## config.mk

```make
export PLATFORM = sky130hd
export DESIGN_NAME = pid_balance_drive
export DESIGN_NICKNAME = d
export VERILOG_FILES = /design/src/hdl/pbd_pkg.sv /design/src/hdl/pbd_div.sv /design/src/hdl/pbd_mac.sv /design/src/hdl/pid_balance_drive.sv
export SDC_FILE = /design/constraint.sdc
export NUM_CORES = 1
export LEC_CHECK = 0
export ABC_AREA = 1
export BUFFER_PORTS_ARGS = -buffer_cell sky130_fd_sc_hd__buf_2
export CAP_MARGIN = 15
export CORE_ASPECT_RATIO = 2
export CORE_MARGIN = 10
export CORE_UTILIZATION = 25
export CTS_CLUSTER_SIZE = 40
export DETAILED_ROUTE_END_ITERATION = 8
export SLEW_MARGIN = 0
export SYNTH_ARGS = -nofsm -noshare
export SYNTH_HDL_FRONTEND = slang
export SYNTH_SLANG_ARGS = --single-unit
```

## constraint.sdc

```tcl
create_clock -name clk -period 8.85 [get_ports clk]
set_input_delay 0.4425 -clock clk [delete_from_list [all_inputs] [get_ports clk]]
set_output_delay 0.4425 -clock clk [all_outputs]
set_load 0.01 [all_outputs]
```

## src/hdl/pbd_pkg.sv

```systemverilog
`timescale 1ns / 1ps
package pbd_pkg;

  // Field widths
  localparam int ANGLE_W   = 16;
  localparam int ERR_W     = ANGLE_W + 1;
  localparam int DT_W      = 16;
  localparam int GAIN_W    = 16;
  localparam int LIMIT_W   = 23;
  localparam int DBAND_W   = 8;
  localparam int ACC_W     = 24;
  localparam int DRIVE_W   = 24;
  localparam int PWM_W     = 8;

  // Serial datapath widths
  localparam int SUM_W     = 46;  // weighted sum, 20 fraction bits
  localparam int FRAC_W    = 20;
  localparam int PROD_W    = 32;  // |error * dt|
  localparam int DDIV_W    = 27;  // |angle delta| * 1000
  localparam int DERIV_W   = DDIV_W + 1;
  localparam int CLAMP_W   = ACC_W + 1;

  localparam logic [DT_W-1:0]  MS_PER_S = DT_W'(1000);
  localparam logic [PWM_W-1:0] PWM_MAX  = 8'd255;

  // Configuration port
  localparam int CFG_IDX_W  = 3;
  localparam int CFG_DATA_W = LIMIT_W;

  typedef enum logic [CFG_IDX_W-1:0] {
    REG_SETPOINT       = 3'd0,
    REG_GAIN_P         = 3'd1,
    REG_GAIN_I         = 3'd2,
    REG_GAIN_D         = 3'd3,
    REG_INTEGRAL_LIMIT = 3'd4,
    REG_DEAD_BAND      = 3'd5
  } cfg_reg_t;

  localparam logic [LIMIT_W-1:0] LIMIT_RESET = 23'h7FFFFF;
  localparam logic [DBAND_W-1:0] DBAND_RESET = 8'd5;

  typedef struct packed {
    logic signed [ANGLE_W-1:0] angle;
    logic [DT_W-1:0]           dt_ms;
  } sample_t;

  typedef struct packed {
    logic signed [DRIVE_W-1:0] drive;
    logic                      forward;
    logic [PWM_W-1:0]          pwm_duty;
  } result_t;

  // Command into the serial multiply-accumulate unit
  typedef struct packed {
    logic load;       // take a new multiplicand / multiplier pair
    logic clear_acc;  // start a fresh sum with this pair
  } mac_cmd_t;

  typedef enum logic [3:0] {
    S_IDLE,
    S_PROD,
    S_QUOT,
    S_INTEG,
    S_MACP,
    S_MACI,
    S_MACD,
    S_DONE
  } state_t;

endpackage

```

## src/hdl/pbd_div.sv

```systemverilog
`timescale 1ns / 1ps
module pbd_div #(
  parameter int NW = 32,
  parameter int DW = 16
) (
  input  logic          clk,
  input  logic          rst,
  input  logic          start,
  input  logic [NW-1:0] dividend,
  input  logic [DW-1:0] divisor,
  output logic [NW-1:0] quotient,
  output logic          busy
);

  localparam int CW = $clog2(NW + 1);

  logic [CW-1:0] count;
  logic [NW-1:0] quo;
  logic [DW-1:0] rem;
  logic [DW-1:0] dvs;
  logic [DW:0]   trial;
  logic [DW:0]   diff;
  logic          fits;

  // One restoring step: bring down the next dividend bit
  assign trial = {rem, quo[NW-1]};
  assign diff  = trial - {1'b0, dvs};
  assign fits  = (trial >= {1'b0, dvs});

  assign busy     = (count != '0);
  assign quotient = quo;

  always_ff @(posedge clk) begin
    if (rst) begin
      count <= '0;
    end else if (start) begin
      count <= CW'(NW);
    end else if (busy) begin
      count <= count - 1'b1;
    end
  end

  // Dividend shifts out the top as quotient bits shift in the bottom
  always_ff @(posedge clk) begin
    if (start) begin
      quo <= dividend;
      rem <= '0;
      dvs <= divisor;
    end else if (busy) begin
      rem <= fits ? diff[DW-1:0] : trial[DW-1:0];
      quo <= {quo[NW-2:0], fits};
    end
  end

endmodule

```

## src/hdl/pbd_mac.sv

```systemverilog
`timescale 1ns / 1ps
module pbd_mac #(
  parameter int AW = 46,
  parameter int MW = 16
) (
  input  logic                 clk,
  input  logic                 rst,
  input  pbd_pkg::mac_cmd_t    cmd,
  input  logic signed [AW-1:0] mcand,
  input  logic [MW-1:0]        mplier,
  output logic signed [AW-1:0] acc,
  output logic                 busy
);

  import pbd_pkg::*;

  localparam int CW = $clog2(MW + 1);

  logic [CW-1:0]        count;
  logic signed [AW-1:0] mcand_sh;
  logic [MW-1:0]        mplier_sh;

  assign busy = (count != '0);

  always_ff @(posedge clk) begin
    if (rst) begin
      count <= '0;
    end else if (cmd.load) begin
      count <= CW'(MW);
    end else if (busy) begin
      count <= count - 1'b1;
    end
  end

  // Shift-add: one multiplier bit per cycle, LSB first
  always_ff @(posedge clk) begin
    if (cmd.load) begin
      mcand_sh  <= mcand;
      mplier_sh <= mplier;
      if (cmd.clear_acc) begin
        acc <= '0;
      end
    end else if (busy) begin
      if (mplier_sh[0]) begin
        acc <= acc + mcand_sh;
      end
      mcand_sh  <= mcand_sh <<< 1;
      mplier_sh <= mplier_sh >> 1;
    end
  end

endmodule

```

## src/hdl/pid_balance_drive.sv

```systemverilog
`timescale 1ns / 1ps
// Each sample with a nonzero dt_ms runs through the bit-serial multiplier (four products)
// and the 32-step divider for the integral increment; a zero dt_ms skips the arithmetic.
// A new sample is taken only after the previous result has been placed in the output register.
// Reset (rst, synchronous) restores register defaults and clears the integral and angle.
module pid_balance_drive (
  input  logic                                clk,
  input  logic                                rst,
  input  logic                                sample_valid,
  output logic                                sample_ready,
  input  pbd_pkg::sample_t                    sample,
  output logic                                result_valid,
  input  logic                                result_ready,
  output pbd_pkg::result_t                    result,
  input  logic                                cfg_valid,
  output logic                                cfg_ready,
  input  logic [pbd_pkg::CFG_IDX_W-1:0]       cfg_index,
  input  logic [pbd_pkg::CFG_DATA_W-1:0]      cfg_data
);

  import pbd_pkg::*;

  // Configuration registers
  logic signed [ANGLE_W-1:0] setpoint;
  logic [GAIN_W-1:0]         gain_p;
  logic [GAIN_W-1:0]         gain_i;
  logic [GAIN_W-1:0]         gain_d;
  logic [LIMIT_W-1:0]        integral_limit;
  logic [DBAND_W-1:0]        dead_band;

  // Controller state
  logic signed [ACC_W-1:0]   integral_acc;
  logic signed [ANGLE_W-1:0] previous_angle;
  state_t                    state;
  state_t                    state_next;

  // Per-transaction registers
  logic signed [ERR_W-1:0]   error_r;
  logic signed [ANGLE_W-1:0] angle_r;
  logic                      zero_dt;
  logic                      deriv_neg;

  logic accept;
  logic out_free;

  // Serial unit hookup
  mac_cmd_t                  mac_cmd;
  logic signed [SUM_W-1:0]   mac_mcand;
  logic [GAIN_W-1:0]         mac_mplier;
  logic signed [SUM_W-1:0]   mac_acc;
  logic                      mac_busy;
  logic                      div_i_start;
  logic                      div_d_start;
  logic [PROD_W-1:0]         div_i_q;
  logic [DDIV_W-1:0]         div_d_q;
  logic                      div_i_busy;
  logic                      div_d_busy;

  // Front-end arithmetic on the incoming sample
  logic signed [ERR_W-1:0]   err_in;
  logic signed [ERR_W-1:0]   diff_in;
  logic [ERR_W-1:0]          diff_mag;
  logic [DDIV_W-1:0]         diff_ext;
  logic [DDIV_W-1:0]         diff_x1000;

  // Integral update
  logic [SUM_W-1:0]          prod_mag;
  logic [LIMIT_W-1:0]        inc_mag;
  logic signed [CLAMP_W-1:0] inc;
  logic signed [CLAMP_W-1:0] integ_sum;
  logic signed [CLAMP_W-1:0] lim_pos;
  logic signed [CLAMP_W-1:0] lim_neg;
  logic signed [CLAMP_W-1:0] integ_clamped;

  // Derivative term
  logic signed [DERIV_W-1:0] deriv;

  // Drive stage
  logic                      sum_neg;
  logic [SUM_W-1:0]          sum_mag;
  logic [SUM_W-FRAC_W-1:0]   sum_int;
  logic [DRIVE_W-1:0]        drive_mag;
  logic                      in_dead;
  result_t                   result_calc;

  assign accept    = sample_valid && sample_ready;
  assign out_free  = !result_valid || result_ready;
  assign cfg_ready = 1'b1;

  // Config writes; unknown indexes are dropped
  always_ff @(posedge clk) begin
    if (rst) begin
      setpoint       <= '0;
      gain_p         <= '0;
      gain_i         <= '0;
      gain_d         <= '0;
      integral_limit <= LIMIT_RESET;
      dead_band      <= DBAND_RESET;
    end else if (cfg_valid && cfg_ready) begin
      case (cfg_index)
        REG_SETPOINT:       setpoint       <= cfg_data[ANGLE_W-1:0];
        REG_GAIN_P:         gain_p         <= cfg_data[GAIN_W-1:0];
        REG_GAIN_I:         gain_i         <= cfg_data[GAIN_W-1:0];
        REG_GAIN_D:         gain_d         <= cfg_data[GAIN_W-1:0];
        REG_INTEGRAL_LIMIT: integral_limit <= cfg_data[LIMIT_W-1:0];
        REG_DEAD_BAND:      dead_band      <= cfg_data[DBAND_W-1:0];
        default: ;
      endcase
    end
  end

  // Error and scaled angle delta
  always_comb begin
    err_in     = {setpoint[ANGLE_W-1], setpoint}
               - {sample.angle[ANGLE_W-1], sample.angle};
    diff_in    = {sample.angle[ANGLE_W-1], sample.angle}
               - {previous_angle[ANGLE_W-1], previous_angle};
    diff_mag   = diff_in[ERR_W-1] ? ERR_W'(-diff_in) : diff_in;
    diff_ext   = DDIV_W'(diff_mag);
    // x * 1000 = x * 1024 - x * 16 - x * 8
    diff_x1000 = (diff_ext << 10) - (diff_ext << 4) - (diff_ext << 3);
  end

  // Integral: trunc0(error * dt / 1000) added, then clamped
  always_comb begin
    prod_mag  = mac_acc[SUM_W-1] ? SUM_W'(-mac_acc) : SUM_W'(mac_acc);
    inc_mag   = div_i_q[LIMIT_W-1:0];
    inc       = error_r[ERR_W-1] ? -$signed({2'b00, inc_mag}) : $signed({2'b00, inc_mag});
    integ_sum = {integral_acc[ACC_W-1], integral_acc} + inc;
    lim_pos   = $signed({2'b00, integral_limit});
    lim_neg   = -lim_pos;
    if (integ_sum > lim_pos) begin
      integ_clamped = lim_pos;
    end else if (integ_sum < lim_neg) begin
      integ_clamped = lim_neg;
    end else begin
      integ_clamped = integ_sum;
    end
  end

  assign deriv = deriv_neg ? -$signed({1'b0, div_d_q}) : $signed({1'b0, div_d_q});

  // Drive: drop fraction toward zero, saturate, deadband (zero dt_ms also gives zero), PWM clamp
  always_comb begin
    sum_neg = mac_acc[SUM_W-1];
    sum_mag = sum_neg ? SUM_W'(-mac_acc) : SUM_W'(mac_acc);
    sum_int = sum_mag[SUM_W-1:FRAC_W];
    if (sum_neg) begin
      drive_mag = (sum_int > (SUM_W-FRAC_W)'(24'h800000)) ? 24'h800000
                                                          : sum_int[DRIVE_W-1:0];
    end else begin
      drive_mag = (sum_int > (SUM_W-FRAC_W)'(24'h7FFFFF)) ? 24'h7FFFFF
                                                          : sum_int[DRIVE_W-1:0];
    end
    in_dead = zero_dt || (drive_mag < DRIVE_W'(dead_band));
    if (in_dead) begin
      result_calc.drive    = '0;
      result_calc.forward  = 1'b0;
      result_calc.pwm_duty = '0;
    end else begin
      result_calc.drive    = sum_neg ? -$signed(drive_mag) : $signed(drive_mag);
      // a zero drive is not forward
      result_calc.forward  = !sum_neg && (drive_mag != '0);
      result_calc.pwm_duty = (drive_mag > DRIVE_W'(PWM_MAX)) ? PWM_MAX
                                                             : drive_mag[PWM_W-1:0];
    end
  end

  // Sequencer: next state
  always_comb begin
    state_next = state;
    case (state)
      S_IDLE:  if (accept) state_next = (sample.dt_ms == '0) ? S_DONE : S_PROD;
      S_PROD:  if (!mac_busy) state_next = S_QUOT;
      S_QUOT:  if (!div_i_busy && !div_d_busy) state_next = S_INTEG;
      S_INTEG: state_next = S_MACP;
      S_MACP:  if (!mac_busy) state_next = S_MACI;
      S_MACI:  if (!mac_busy) state_next = S_MACD;
      S_MACD:  if (!mac_busy) state_next = S_DONE;
      S_DONE:  if (out_free) state_next = S_IDLE;
      default: state_next = S_IDLE;
    endcase
  end

  // Sequencer: unit commands
  always_comb begin
    sample_ready  = 1'b0;
    mac_cmd       = '0;
    mac_mcand     = '0;
    mac_mplier    = '0;
    div_i_start   = 1'b0;
    div_d_start   = 1'b0;
    case (state)
      S_IDLE: begin
        sample_ready = 1'b1;
        if (accept && (sample.dt_ms != '0)) begin
          mac_cmd.load      = 1'b1;
          mac_cmd.clear_acc = 1'b1;
          mac_mcand         = SUM_W'(err_in);
          mac_mplier        = sample.dt_ms;
          div_d_start       = 1'b1;
        end
      end
      S_PROD: begin
        div_i_start = !mac_busy;
      end
      S_INTEG: begin
        mac_cmd.load      = 1'b1;
        mac_cmd.clear_acc = 1'b1;
        mac_mcand         = SUM_W'(error_r);
        mac_mplier        = gain_p;
      end
      S_MACP: begin
        mac_cmd.load = !mac_busy;
        mac_mcand    = SUM_W'(integral_acc);
        mac_mplier   = gain_i;
      end
      S_MACI: begin
        mac_cmd.load = !mac_busy;
        mac_mcand    = SUM_W'(deriv);
        mac_mplier   = gain_d;
      end
      default: ;
    endcase
  end

  always_ff @(posedge clk) begin
    if (rst) begin
      state <= S_IDLE;
    end else begin
      state <= state_next;
    end
  end

  // Per-transaction capture
  always_ff @(posedge clk) begin
    if (accept) begin
      error_r   <= err_in;
      angle_r   <= sample.angle;
      zero_dt   <= (sample.dt_ms == '0);
      deriv_neg <= diff_in[ERR_W-1];
    end
  end

  // Controller state update
  always_ff @(posedge clk) begin
    if (rst) begin
      integral_acc   <= '0;
      previous_angle <= '0;
    end else if (state == S_INTEG) begin
      integral_acc   <= integ_clamped[ACC_W-1:0];
      previous_angle <= angle_r;
    end
  end

  // Output register
  always_ff @(posedge clk) begin
    if (rst) begin
      result_valid <= 1'b0;
    end else if ((state == S_DONE) && out_free) begin
      result_valid <= 1'b1;
    end else if (result_ready) begin
      result_valid <= 1'b0;
    end
  end

  always_ff @(posedge clk) begin
    if ((state == S_DONE) && out_free) begin
      result <= result_calc;
    end
  end

  pbd_mac #(
    .AW (SUM_W),
    .MW (GAIN_W)
  ) u_mac (
    .clk    (clk),
    .rst    (rst),
    .cmd    (mac_cmd),
    .mcand  (mac_mcand),
    .mplier (mac_mplier),
    .acc    (mac_acc),
    .busy   (mac_busy)
  );

  // Integral increment: |error * dt| / 1000
  pbd_div #(
    .NW (PROD_W),
    .DW (DT_W)
  ) u_div_i (
    .clk      (clk),
    .rst      (rst),
    .start    (div_i_start),
    .dividend (prod_mag[PROD_W-1:0]),
    .divisor  (MS_PER_S),
    .quotient (div_i_q),
    .busy     (div_i_busy)
  );

  // Derivative: |angle delta| * 1000 / dt
  pbd_div #(
    .NW (DDIV_W),
    .DW (DT_W)
  ) u_div_d (
    .clk      (clk),
    .rst      (rst),
    .start    (div_d_start),
    .dividend (diff_x1000),
    .divisor  (sample.dt_ms),
    .quotient (div_d_q),
    .busy     (div_d_busy)
  );

endmodule

```

* Word level (Yosys, flattened, before mapping)
Cells that the tools add are included.
** Word-level totals
- Flip-flop bits (word level) :: 439
- Logic and storage cells :: 166
- Input port bits :: 63
- Output and inout bits :: 36
** Operators by class
- Equal/unequal tests :: 20
- Multiplexer cells :: 53
- Magnitude comparators :: 8
- Reduce and logical (&&, ||, !) cells :: 37
- Add/subtract/negate cells :: 17
** Operators with widths (count)
- 46-bit two-way mux :: 8
- 46-bit case mux with 4 select lines :: 1
- 24-bit two-way mux :: 6
- 16-bit two-way mux :: 5
- 32-bit two-way mux :: 2
- 16-bit case mux with 4 select lines :: 1
- 27-bit two-way mux :: 2
- 23-bit negation with 25-bit output :: 2
- 46-bit adder :: 1
- 46-bit negation :: 1
- 16-bit by 16-bit subtractor with 17-bit output :: 2
- 4-bit case mux with 8 select lines :: 1
- 28-bit two-way mux :: 1
- 4-bit two-way mux :: 7
- 27-bit negation with 28-bit output :: 1
- 27-bit by 20-bit subtractor with 27-bit output :: 1
- 27-bit by 21-bit subtractor with 27-bit output :: 1
- 26-bit by 23-bit greater-than comparator with 1-bit output, second input constant :: 1
- 26-bit by 24-bit greater-than comparator with 1-bit output, second input constant :: 1
- 25-bit adder :: 1
- 25-bit by 24-bit greater-than comparator with 1-bit output :: 1
- 25-bit less-than comparator :: 1
- 25-bit two-way mux :: 1
- 24-bit by 8-bit greater-than comparator with 1-bit output, second input constant :: 1
- other kinds (40) :: 85

* Longest topological paths before layout
Gate-level depths: netlist of run 1.
- Depth after elaboration :: 8
- Gate-level depth with buffers :: 37
- Gate-level depth less buffers :: 37

* Hierarchy
Synthesis of run 1 repeated with hierarchy kept, for this count alone.
** Second synthesis, totals
- Cells, all modules :: 5037
- Area, all modules :: 34678.3 um2
** Modules (own cells, without submodules)
- pid_balance_drive :: instances 1, cells an instance 2824, area an instance 18575.3 um2, seq. area each 4824.6 um2
- pbd_mac :: instances 1, cells an instance 1205, area an instance 8309.2 um2, seq. area each 3343.2 um2
- pbd_div at u_div_i :: instances 1, cells an instance 510, area an instance 3991.3 um2, seq. area each 1881.8 um2
- pbd_div at u_div_d :: instances 1, cells an instance 498, area an instance 3802.4 um2, seq. area each 1711.6 um2

* Worst setup path before layout of run 1
Ideal clock, no wire load.
- Kind :: input port to flip-flop
- Start point :: input port sample[16] in the netlist's numbering
- End point :: register u_div_d.quo[24] (netlist: u_div_d.quotient[24]), data pin
- Data required time :: 8.559 ns
- Path buffers :: 0
- Setup time :: 0.291 ns
- Slack :: 3.720 ns
- Stages :: 28
- Data arrival time :: 4.839 ns
- Path through :: inv_1 > ha_1 > fa_1 > o21ai_1 > a31o_2 > nand3_1 > o211ai_1 > nand2_1 > nand2_1 > inv_1 > or2_2 > xor2_1 > inv_1 > fa_1 > ha_1 > a21oi_1 > o21ai_0 > a21oi_1 > o21ai_0 > a21boi_0 > o21ai_0 > nand2_1 > nand2_1 > nand3b_1 > inv_1 > nand2_1 > nand3_1 > o21ai_0
** On the way
- Cells in the longest elaborated chain, start to end :: 6
** Ends and longest elaborated chain
- start, declared :: RTL line pid_balance_drive.sv:11 : input pbd_pkg::sample_t sample,
- 16-bit by 16-bit subtractor with 17-bit output (*) :: RTL line pid_balance_drive.sv:117 : - {previous_angle[ANGLE_W-1], previous_angle};
- 17-bit negation :: RTL line pid_balance_drive.sv:118 : diff_mag = diff_in[ERR_W-1] ? ERR_W'(-diff_in) : diff_in;
- 17-bit two-way mux (*) :: RTL line pid_balance_drive.sv:118
- 27-bit by 21-bit subtractor with 27-bit output :: RTL line pid_balance_drive.sv:121 : diff_x1000 = (diff_ext << 10) - (diff_ext << 4) - (diff_ext << 3);
- 27-bit by 20-bit subtractor with 27-bit output (*) :: RTL line pid_balance_drive.sv:121
- 27-bit two-way mux (*) :: RTL line pbd_div.sv:45 : if (start) begin
- end signal, assigned :: RTL line pbd_div.sv:46 : quo <= dividend;
- end signal, assigned :: RTL line pbd_div.sv:51 : quo <= {quo[NW-2:0], fits};
- end, declared :: RTL line pbd_div.sv:18 : logic [NW-1:0] quo;
Every way passes the cells marked *; elsewhere a longest branch is shown, timed or not.
A chain may end at the register's enable or synchronous reset.

* Final worst setup path of run 1
- Start point :: register error_r[16]
- End point :: register integral_acc[14]
** On the way
- Cells in the longest elaborated chain, start to end :: 5
** Ends and longest elaborated chain
- start, declared :: RTL line pid_balance_drive.sv:38 : logic signed [ERR_W-1:0] error_r;
- start signal, assigned :: RTL line pid_balance_drive.sv:238 : error_r <= err_in;
- 25-bit two-way mux (*) :: RTL line pid_balance_drive.sv:128 : inc = error_r[ERR_W-1] ? -$signed({2'b00, inc_mag}) : $signed({2'b00, inc_mag});
- 25-bit adder (*) :: RTL line pid_balance_drive.sv:129 : integ_sum = {integral_acc[ACC_W-1], integral_acc} + inc;
- 25-bit less-than comparator :: RTL line pid_balance_drive.sv:134 : end else if (integ_sum < lim_neg) begin
- 24-bit two-way mux :: RTL line pid_balance_drive.sv:134
- 24-bit two-way mux (*) :: RTL line pid_balance_drive.sv:132 : if (integ_sum > lim_pos) begin
- end signal, assigned :: RTL line pid_balance_drive.sv:251 : integral_acc <= integ_clamped[ACC_W-1:0];
- end, declared :: RTL line pid_balance_drive.sv:32 : logic signed [ACC_W-1:0] integral_acc;
Marks and branches as above.

==> metrics.md, run 1 <==
| Metric | Value |
|---|---|
| Switch Pwr | `7890 µW` |
| Share of the synthesized area in the top cell type | `24.6%` |
| Path type of the worst min-delay path | `input pin to flop` |
| FFs w/ async S/R, synth | `0%` |
| Number of nets at the end of the flow | `4476` |
| Routed Wire Length | `98.6 mm` |
| Maximum number of pins on one net before global-route repair | `105` |
| Die Outline Area | `138000 µm²` |
| Req. time, crit path | `9.39 ns` |
| Top area cells in the synthesized netlist | `edfxtp_1 25%, dfxtp_1 12%, nand2_1 11%, ha_1 8.8%, o21ai_0 6.1%` |
| Placeable core region | `122000 µm²` |
| Unrepaired setup endpoints after global routing | `no` |
| TritonCTS clock tree | `built` |
| Overall fraction of global-route tracks in use | `13.9%` |
| Fraction of power spent switching nets | `50.9%` |
| CP max FO | `29` |
| Most used standard cell by instance count after synthesis | `nand2_1` |
| Clock latency reported for the late side of the worst-skew pair | `0.67 ns` |
| Clock buffer count from CTS | `46` |
| Synth unique cells | `68` |
| Launching point of the worst reg2reg path | `error_r[16]` |
| Type of element launching the critical path | `flop` |
| Post-detailed-route count of antenna-violating nets | `0` |
| Placed Instances | `5687` |
| Maxcap violations | `0` |
| Combinational share of power | `61.5%` |
| Worst voltage drop across the vdd grid | `0.198 mV` |
| First-pass GRT wire length | `152 mm` |
| Number of rows created at floorplan | `181` |
| Transition time at the pin with the least slew margin | `1.08 ns` |
| Pre-Repair DR Iteration Count | `6` |
| Nets in the synthesized netlist | `4416` |
| Internal power of the cells | `7610 µW` |
| Antenna violations before repair | `5` |
| Clock slew seen by the registers of the worst setup and hold paths | `0.07 ns` |
| Predominant post-synthesis flop cell | `edfxtp_1` |
| Endpoints failing hold | `0` |
| Leftover overflow at the end of global routing | `0` |
| Synth Register Bits | `438` |
| CTS hold repair buffers | `9` |
| Fraction of final layout cells with drive strength greater than 1 | `7.62%` |
| Data arrival at the endpoint of the critical path | `6.85 ns` |
| Count of instances resized after the clock tree is built | `0` |
| Critical path launch point | `error_r[16]` |
| Period utilisation layout | `71.4%` |
| Worst setup EP type | `flop` |
| Routed via count divided by cell count | `4.85` |
| Final Max Slew Viols | `0` |
| Number of synthesized flops with an enable pin | `251` |
| Seq/Total Area, Yosys | `36.9%` |
| Start-to-end type of the worst setup path | `flop to flop` |
| Initial standard-cell utilization of the core | `25.2%` |
| Clock net sink count | `438` |
| Cell at the root of the clock tree | `clkbuf_16` |
| Total setup buffers inserted after CTS | `0` |
| Number of failing setup endpoints in the final timing report | `0` |
| Max Buffers Root-to-Sink | `3` |
| Static power due to leakage | `0.0151 µW` |
| Average detailed-routed wire length per instance | `17.1 µm` |
| Horizontal die dimension | `267 µm` |
| Worst-case headroom to the max-slew limit | `27.8%` |
| Number of global-route vias before repair | `27800` |
| Final sum of negative setup slack | `0 ns` |
| Minimum clock period | `6.32 ns` |
| Number of top-level design ports | `99` |
| Number of DRC markers after the initial detailed-route iteration | `1721` |
| Syn_area_per_cell | `7.41 µm²` |
| Cell area after synthesis | `30600 µm²` |
| Power density relative to cell area | `450 nW/µm²` |
| DP HPWL | `77.2 mm` |
| Final routed DRC violation total | `0` |
| Clock network power share | `13.3%` |
| Clock H-tree levels | `2` |
| Gate count of the mapped netlist | `4129` |
| Vias | `28000` |
| Hold path startpoint | `sample[11]` |
| Status | `finished, final reports clean` |
| Synth cell count leaders | `906 x nand2_1, 479 x nor2_1, 468 x inv_1, 374 x o21ai_0, 342 x a21oi_1` |
| Util after Layout | `28.3%` |
| Pwr Total | `15500 µW` |
| Largest clock skew in the final design | `0.0687 ns` |
| Number of cells in the finished layout apart from fillers | `5784` |
| Die Span Y | `515 µm` |
| Maximum achievable frequency | `0.158 GHz` |
| I/O Buffers | `97` |
| Weighted congestion reported at the end of routability-driven placement | `0.942` |
| Area leader, netlist | `edfxtp_1` |
| Relative contribution of sequential cells to total power | `25.1%` |
| Number of synthesis warnings | `0` |
| Signed area change from the synthesized netlist to the final layout | `12.6%` |
==> routing by layer <==
metal,vias up,track usage (%),part of all wire [%]
met5,-,0,0.0071
met4,2,8.60,6.6
met3,248,1.48,3.8
met2,668,27.0,53
met1,13100,13.8,36
li1,14000,-,-
==> critical path, stage by stage (launching register included) <==
cell      delay [ns]
edfxtp_1        0.60
o21ai_0         0.33
inv_1           0.10
fa_1            0.41
or2_2           0.31
o21ai_1         0.20
a21boi_0        0.19
o21ai_1         0.29
a21boi_0        0.20
o21ai_0         0.29
a21oi_1         0.13
xnor2_1         0.36
ha_1            0.32
a21oi_1         0.14
o221ai_1        0.12
a21oi_1         0.16
nor2_1          0.06
nor2_1          0.10
o21bai_1        0.08
or2_2           0.27
nand2_1         0.43
inv_1           0.54
o21ai_0         0.29
nand2_1         0.07
a31oi_1         0.18
==> flip-flops by register name, summed over array words and instances (netlist names), 17 cells and up <==
signal and count:
u_div_d.quotient 27, result 33, u_mac.acc 46, u_div_i.quotient 32, integral_acc 24, u_mac.mcand_sh 46
error_r 17, integral_limit 23
==> through the flow <==
step | cell area, µm² | worst slack [ns] | hold WS (ns)
5_1_grt | 34400 | 1.78 | 0.0167
4_1_cts | 34400 | 2.58 | 0.00647
3_5_place_dp | 32800 | 2.50 | 0.438
2_1_floorplan | 30600 | 3.72 | 0.418
3_3_place_gp | 32800 | 2.60 | 0.434
6_report | 34400 | 2.53 | 0.0456
==> worst paths after layout <==
kind | end | slack [ns] | cells after the start
worst max-delay path | integral_acc[14] | 2.53 | 24
worst min-delay path | u_div_d.dvs[11] | 0.05 | 1
worst max register to register | integral_acc[14] | 2.53 | 24
worst min register to register | gain_d[3] | 0.45 | 2
==> power groups by stage <==
| stage | clock network (µW) | logic [µW] | registers, µW |
|---|---|---|---|
| after floorplan | 0 | 7240 | 3650 |
| after global placement | 0 | 9380 | 3920 |
| after detailed placement | 0 | 9490 | 3940 |
| after CTS | 2110 | 9550 | 3900 |
| after global routing | 2180 | 10800 | 3960 |
| final | 2060 | 9540 | 3900 |
==> final cells by class <==
| cell class | count | area (µm²) |
|---|---|---|
| repair buffers | 131 | 763 |
| flip-flops and latches | 438 | 11300 |
| inverters | 483 | 1810 |
| well taps | 1555 | 1950 |
| clock buffers | 57 | 1270 |
| multi-input cells | 3089 | 17000 |
| clock inverters | 29 | 323 |
| fillers | 13200 | 87200 |
| diodes | 2 | 5.00 |
==> cell usage in the layout (no fill, tap or decap), types with 20 or more instances in the layout <==
cell and instances:
nand4_1 45, nor2_1 474, nor3_1 53, buf_4 25, edfxtp_1 251, o211ai_1 44, dfxtp_1 187, o21ai_0 374
ha_1 216, or2_2 20, xnor2_1 53, nand3_1 136, inv_1 465, a31oi_1 67, nand2_1 903, a21oi_1 342
xor2_1 100, buf_2 97, clkbuf_16 47, nor2_2 34
==> cells by family after synthesis <==
| logic type | Yosys count | share of synthesized area [%] |
|---|---|---|
| flops | 438 | 36.9 |
| other cells | 1 | 0.0123 |
| fa+ha+maj | 224 | 9.36 |
| compound gates | 964 | 17.7 |
| buf+inv | 602 | 7.58 |
| xor+xnor | 153 | 4.38 |
| simple gates | 1747 | 24.1 |
No activity file was read; power rests on OpenSTA's default activity.
==> run 2, diff against run 1 <==
==> constraint.sdc (replaced) <==
create_clock -name clk -period 5.1 [get_ports clk]
set_input_delay 0.255 -clock clk [delete_from_list [all_inputs] [get_ports clk]]
set_output_delay 0.255 -clock clk [all_outputs]
set_load 0.01 [all_outputs]
==> run 2 against run 1 <==
Against the previous run: global-route usage increased by 0.65 points; critical path depth is 7 higher; worst setup slack worse by 2.4 ns; clock skew up 0.0060 ns; die area unchanged; count of clock-buffer cells in the layout increased by 4; worst hold slack improved by 0.068 ns; register-to-register slack worse by 2.4 ns; first-iteration DRC count rose by 0.87%; design area is 9.3% higher; wire length rose by 5.3%; critical path type unchanged; critical endpoint is now integral_acc[18]; highest routed layer unchanged.
==> metrics.md, run 2 (synthesis results as in run 1) <==
| Metric | Value |
|---|---|
| Initial standard-cell utilization of the core | `25.2% (unchanged)` |
| FF-to-FF path depth | `31 (+29%)` |
| Sequential Area | `11300 µm² (about the same)` |
| Number of failing setup endpoints in the final timing report | `0 (unchanged)` |
| Type of element launching the critical path | `flop` |
| Signed area change from the synthesized netlist to the final layout | `23.0%` |
| Number of nets at the end of the flow | `4740 (+5.9%)` |
| Clock slew seen by the registers of the worst setup and hold paths | `0.07 ns (about the same)` |
| Largest clock skew in the final design | `0.0747 ns (+0.00601 ns)` |
| Terminating pin of the worst hold path | `result_valid` |
| Cell at the root of the clock tree | `clkbuf_16` |
| Start-to-end type of the worst setup path | `flop to flop` |
| Global routing met1 resource utilization | `14.2% (+0.35 points)` |
| Busiest metal layer after global routing | `met2` |
| Req. time, crit path | `5.60 ns (-3.79 ns)` |
| Maximum number of pins on one net before global-route repair | `106 (+0.95%)` |
| Final Max Slew Viols | `0 (unchanged)` |
| Maximum achievable frequency | `0.203 GHz (+28%)` |
| Regs by FF count | `u_mac.acc (46), u_mac.mcand_sh (46), result (33)` |
| Hold-critical path depth | `4 (+3)` |
| Horizontal die dimension | `267 µm (unchanged)` |
| Die Span Y | `515 µm (unchanged)` |
| Routed Wire Length | `104 mm (+5.3%)` |
| Clock net sink count | `438 (unchanged)` |
| Overall fraction of global-route tracks in use | `14.6% (+0.65 points)` |
| Pre-Repair DR Iteration Count | `5 (-1)` |
| Antenna violations before repair | `2 (-3)` |
| Place WS | `-0.225 ns (-2.73 ns)` |
| Worst-case register-to-register setup slack | `0.16 ns (-2.37 ns)` |
| Transition time at the pin with the least slew margin | `1.03 ns (-0.0539 ns)` |
| First-pass GRT wire length | `158 mm (+3.9%)` |
| Period utilisation layout | `96.8% (+25 points)` |
| Most frequent cells in the layout | `880 x nand2_1, 469 x nor2_1, 454 x inv_1, 335 x o21ai_0, 306 x a21oi_1` |
| Average detailed-routed wire length per instance | `17.2 µm (+0.74%)` |
| Status | `finished, final reports clean` |
| Worst-case headroom to the max-slew limit | `31.4% (+3.6 points)` |
| Clock H-tree levels | `2 (unchanged)` |
| Minimum clock period | `4.94 ns (-1.38 ns)` |
| Die Outline Area | `138000 µm² (unchanged)` |
| Max Buffers Root-to-Sink | `3 (unchanged)` |
| Critical path launch point | `u_div_i.quotient[0]` |
| Hold path startpoint | `result_ready` |
| Met2 Resource Use GR | `28.1% (+1.1 points)` |
| CP max FO | `7 (-76%)` |
| Number of rows created at floorplan | `181 (unchanged)` |
| Number of top-level design ports | `99 (unchanged)` |
| Fraction of final layout cells with drive strength greater than 1 | `15.6% (+8.0 points)` |
| Weighted congestion reported at the end of routability-driven placement | `0.930 (-1.3%)` |
| Final routed DRC violation total | `0 (unchanged)` |
| N_diodes | `0 (-2)` |
| Endpoints failing hold | `0 (unchanged)` |
| TritonCTS clock tree | `built` |
| Slowest library cell on the worst path | `edfxtp_1` |
| I/O Buffers | `97 (unchanged)` |
| Most common library cell in the layout ignoring fill and taps | `nand2_1` |
| Crit Reg-Reg Endpoint | `integral_acc[18]` |
| Clock buffer count from CTS | `48 (+4.3%)` |
| Data arrival at the endpoint of the critical path | `5.44 ns (-1.41 ns)` |
| Worst setup EP type | `flop` |
| Post-route setup slack | `0.163 ns (-2.37 ns)` |
| Leftover overflow at the end of global routing | `0 (unchanged)` |
| Placeable core region | `122000 µm² (unchanged)` |
| Path type of the worst min-delay path | `input pin to flop` |
| Worst Hold Margin | `0.114 ns (+0.0682 ns)` |
| Stage delay of the slowest cell on the critical path | `0.44 ns (-0.16 ns)` |
| Final sum of negative setup slack | `0 ns (unchanged)` |
| Vias | `29200 (+4.2%)` |
| Routed via count divided by cell count | `4.83 (-0.34%)` |
| Number of DRC markers after the initial detailed-route iteration | `1736 (+0.87%)` |
| Launching point of the worst reg2reg path | `u_div_i.quotient[0]` |
| Number of global-route vias before repair | `28700 (+3.4%)` |
| Unrepaired setup endpoints after global routing | `yes` |
| DP HPWL | `80.6 mm (+4.4%)` |
| Grt met3 use | `1.97% (+0.48 points)` |
| Number of fillers in the final layout | `12900 (-1.8%)` |
| Clock latency reported for the late side of the worst-skew pair | `0.68 ns (about the same)` |
| Post-detailed-route count of antenna-violating nets | `0 (unchanged)` |
| Maxcap violations | `0 (unchanged)` |
| Multi-input logic area | `18000 µm² (+5.4%)` |
## run 2: worst max-delay path, delay by kind of cell, from the launching register on
family	cells	cell delay (ns)
adder cells (fa/ha/maj)	3	0.63
XOR/XNOR	2	0.52
AO/OA/AOI/OAI	9	1.42
AND/OR/NAND/NOR	11	1.02
buffers and inverters	6	0.73
flip-flops	1	0.44
## run 2: repair_timing
action,CTS,global route
hold buffers,56,0
hold endpoints to repair,119,0
gates cloned,0,3
setup endpoints to repair,27,35
resized for setup,18,231
buffers inserted,3,22
pin swaps,3,119
## run 2: final cells by class
class | instances | area share [%]
multi-input combinational | 3089 | 47.7
clock buffer | 61 | 3.51
sequential | 438 | 30.0
tap | 1555 | 5.17
timing repair buffer | 393 | 7.84
clock inverter | 29 | 0.928
inverter | 483 | 4.83
## run 2: stage by stage
| stage | instances | cell area [µm²] | utilization, % |
|---|---|---|---|
| after global placement | 5874 | 34200 | 28.1 |
| after floorplan | 4129 | 30600 | - |
| after global routing | 6048 | 37600 | 30.9 |
| after CTS | 6023 | 36500 | 30.0 |
| after detailed placement | 5874 | 34200 | 28.1 |
| final | 6048 | 37600 | 30.9 |
## run 2: how the worst max path moves through the flow
| stage | endpoint | slack [ns] | cells past startpoint |
|---|---|---|---|
| 2_1_floorplan | integral_acc[4] | 0.04 | 29 |
| 3_3_place_gp | u_div_d.quotient[24] | -0.16 | 30 |
| 3_5_place_dp | u_div_d.quotient[24] | -0.22 | 27 |
| 4_1_cts | integral_acc[5] | 0.0001 | 33 |
| 5_1_grt | integral_acc[20] | -0.15 | 30 |
| 6_report | integral_acc[18] | 0.16 | 31 |
## run 2: routing by layer
layer / wire, µm / up-vias
met5: 17 / -
met4: 7420 / 2
met3: 4330 / 284
met2: 55700 / 734
met1: 36400 / 13600
li1: - / 14600
Power of run 2 is not shown: default switching activity piles up to over one toggle a cycle in this logic, so the estimate is an artifact.
==> run 3, diff against run 2 <==
--- a/config.mk
+++ b/config.mk
@@ -6,7 +6,7 @@
 export NUM_CORES = 1
 export LEC_CHECK = 0
 export ABC_AREA = 1
-export BUFFER_PORTS_ARGS = -buffer_cell sky130_fd_sc_hd__buf_2
+export BUFFER_PORTS_ARGS = -buffer_cell sky130_fd_sc_hd__clkbuf_2
 export CAP_MARGIN = 15
 export CORE_ASPECT_RATIO = 2
 export CORE_MARGIN = 10
==> run 3 against run 2 <==
Against the previous run: the flow now finishes with violations (setup timing); via count up 0.34%; count of clock-buffer cells in the layout increased by 1; critical path depth up 2; worst hold slack worse by 0.077 ns; design area shrank 0.89%; sequential share of layout area is 0.27 points higher; critical endpoint is now integral_acc[22]; highest routed layer is now met4; clock skew fell by 0.041 ns; worst setup slack lost 0.20 ns; maximum frequency is 3.9% lower; utilization down 0.28 points; first-iteration DRC count is 1.9% higher; wire length decreased by 0.35%.
==> metrics.md, run 3 (synthesis results as in run 1) <==
| Metric | Value |
|---|---|
| Period utilisation layout | `101% (+4.0 points)` |
| Final Max Slew Viols | `0 (unchanged)` |
| Final design instance area without fill | `37300 µm² (-0.89%)` |
| Post-route setup slack | `-0.0390 ns (-0.202 ns)` |
| Weighted congestion reported at the end of routability-driven placement | `0.941 (+1.1%)` |
| Type of element launching the critical path | `flop` |
| Number of top-level design ports | `99 (unchanged)` |
| Start-to-end type of the worst setup path | `flop to flop` |
| Place WS | `-0.324 ns (-0.0991 ns)` |
| Maximum achievable frequency | `0.195 GHz (-3.9%)` |
| Leftover overflow at the end of global routing | `0 (unchanged)` |
| Worst setup EP type | `flop` |
| Violated checks | `setup timing` |
| Average detailed-routed wire length per instance | `17.2 µm (about the same)` |
| Placeable core region | `122000 µm² (unchanged)` |
| Regs by FF count | `u_mac.acc (46), u_mac.mcand_sh (46), result (33)` |
| Horizontal die dimension | `267 µm (unchanged)` |
| Clock H-tree levels | `2 (unchanged)` |
| Number of global-route vias before repair | `29200 (+1.7%)` |
| Number of fillers in the final layout | `12900 (-0.10%)` |
| Signed area change from the synthesized netlist to the final layout | `21.9%` |
| Number of rows created at floorplan | `181 (unchanged)` |
| Most frequent cells in the layout | `885 x nand2_1, 471 x nor2_1, 455 x inv_1, 336 x o21ai_0, 315 x a21oi_1` |
| Data arrival at the endpoint of the critical path | `5.65 ns (+0.21 ns)` |
| I/O Buffers | `97 (unchanged)` |
| Die Span Y | `515 µm (unchanged)` |
| Clock buffer count from CTS | `48 (unchanged)` |
| Req. time, crit path | `5.61 ns (about the same)` |
| DP HPWL | `80.5 mm (-0.18%)` |
| Number of DRC markers after the initial detailed-route iteration | `1769 (+1.9%)` |
| Cell at the root of the clock tree | `clkbuf_16` |
| Clock net sink count | `438 (unchanged)` |
| Number of failing setup endpoints in the final timing report | `7 (+7)` |
| Maximum number of pins on one net before global-route repair | `98 (-7.5%)` |
| Overall fraction of global-route tracks in use | `14.6% (about the same)` |
| Maxcap violations | `0 (unchanged)` |
| Path type of the worst min-delay path | `input pin to flop` |
| Worst-case headroom to the max-slew limit | `34.0% (+2.5 points)` |
| Antenna violations before repair | `1 (-1)` |
| Most common library cell in the layout ignoring fill and taps | `nand2_1` |
| Status | `finished, violations left` |
| Max Buffers Root-to-Sink | `3 (unchanged)` |
| Routed Wire Length | `104 mm (-0.35%)` |
| Post-detailed-route count of antenna-violating nets | `0 (unchanged)` |
| N_diodes | `0 (unchanged)` |
| Vias | `29300 (+0.34%)` |
| Initial standard-cell utilization of the core | `25.2% (unchanged)` |
| Routed via count divided by cell count | `4.86 (+0.60%)` |
| Largest clock skew in the final design | `0.0342 ns (-0.0405 ns)` |
| Slowest library cell on the worst path | `edfxtp_1` |
| First-pass GRT wire length | `159 mm (+0.61%)` |
| Minimum clock period | `5.14 ns (+0.202 ns)` |
| Die Outline Area | `138000 µm² (unchanged)` |
| TritonCTS clock tree | `built` |
| Stage delay of the slowest cell on the critical path | `0.45 ns (about the same)` |
| Number of nets at the end of the flow | `4724 (-0.34%)` |
| Final routed DRC violation total | `0 (unchanged)` |
| Clock latency reported for the late side of the worst-skew pair | `0.64 ns (-0.04 ns)` |
| Pre-Repair DR Iteration Count | `6 (+1)` |
| Transition time at the pin with the least slew margin | `0.988 ns (-0.0405 ns)` |
| Endpoints failing hold | `0 (unchanged)` |
| Worst Hold Margin | `0.0371 ns (-0.0766 ns)` |
| Clock slew seen by the registers of the worst setup and hold paths | `0.07 ns (about the same)` |
| CP most frequent cell | `nand2_1` |
| Unrepaired setup endpoints after global routing | `yes` |
| CP max FO | `7 (unchanged)` |
| Fraction of final layout cells with drive strength greater than 1 | `14.9% (-0.70 points)` |
| Post-DP Area | `34200 µm² (about the same)` |
==> run 3: cell types whose count changed in the layout (fill, tap and decap cells not counted), sizes merged <==
cell         change
dlygate4sd3     -15
clkbuf         +100
bufinv           -1
buf            -101
nand2            +1
==> run 3: path summary, 6_finish.rpt <==
path	start	endpoint	slack (ns)	cells past startpoint
max	u_div_i.quotient[0]	integral_acc[22]	-0.04	33
min	cfg_data[10]	gain_p[10]	0.04	3
max reg2reg	u_div_i.quotient[0]	integral_acc[22]	-0.04	33
min reg2reg	gain_d[2]	gain_d[2]	0.44	2
==> run 3: layout make-up <==
class                   count  area (µm²)  share of cell area [%]
multi-input cells        3090       17900                    47.9
flip-flops and latches    438       11300                    30.3
repair buffers            376        2800                    7.52
well taps                1555        1950                    5.22
inverters                 483        1820                    4.88
clock buffers              62        1290                    3.47
clock inverters            28         294                   0.788
==> run 3: routing by layer <==
metal  vias to the layer above  GRT usage [%]  share of wire [%]
met5                         -              0                  0
met4                         0           8.14                5.9
met3                       258           1.88                4.3
met2                       706           28.7                 54
met1                     13800           14.2                 36
li1                      14600              -                  -
==> run 3: metrics by stage <==
step,utilization (%),setup TNS [ns],std cells
2_1_floorplan,-,0,4129
3_3_place_gp,28.1,-6.60,5875
3_5_place_dp,28.1,-6.98,5875
4_1_cts,29.9,0,6009
5_1_grt,30.7,-8.59,6032
6_report,30.7,-0.106,6032
==> run 3: timing repair <==
item	CTS	global route
pin swaps	8	68
gates resized for setup	23	184
hold buffers	41	0
gates cloned	0	4
hold endpoints to repair	47	0
endpoints found under the setup margin	30	34
buffers inserted	3	20
==> run 3: worst max-delay path: cells and delay by family, from the launching register on <==
family / cells / cell delay (ns)
buf+inv: 6 / 0.67
flops: 1 / 0.45
simple gates: 12 / 1.37
fa+ha+maj: 3 / 0.74
compound gates: 10 / 1.37
xor+xnor: 2 / 0.41
Power of run 3 is left out for the same reason.
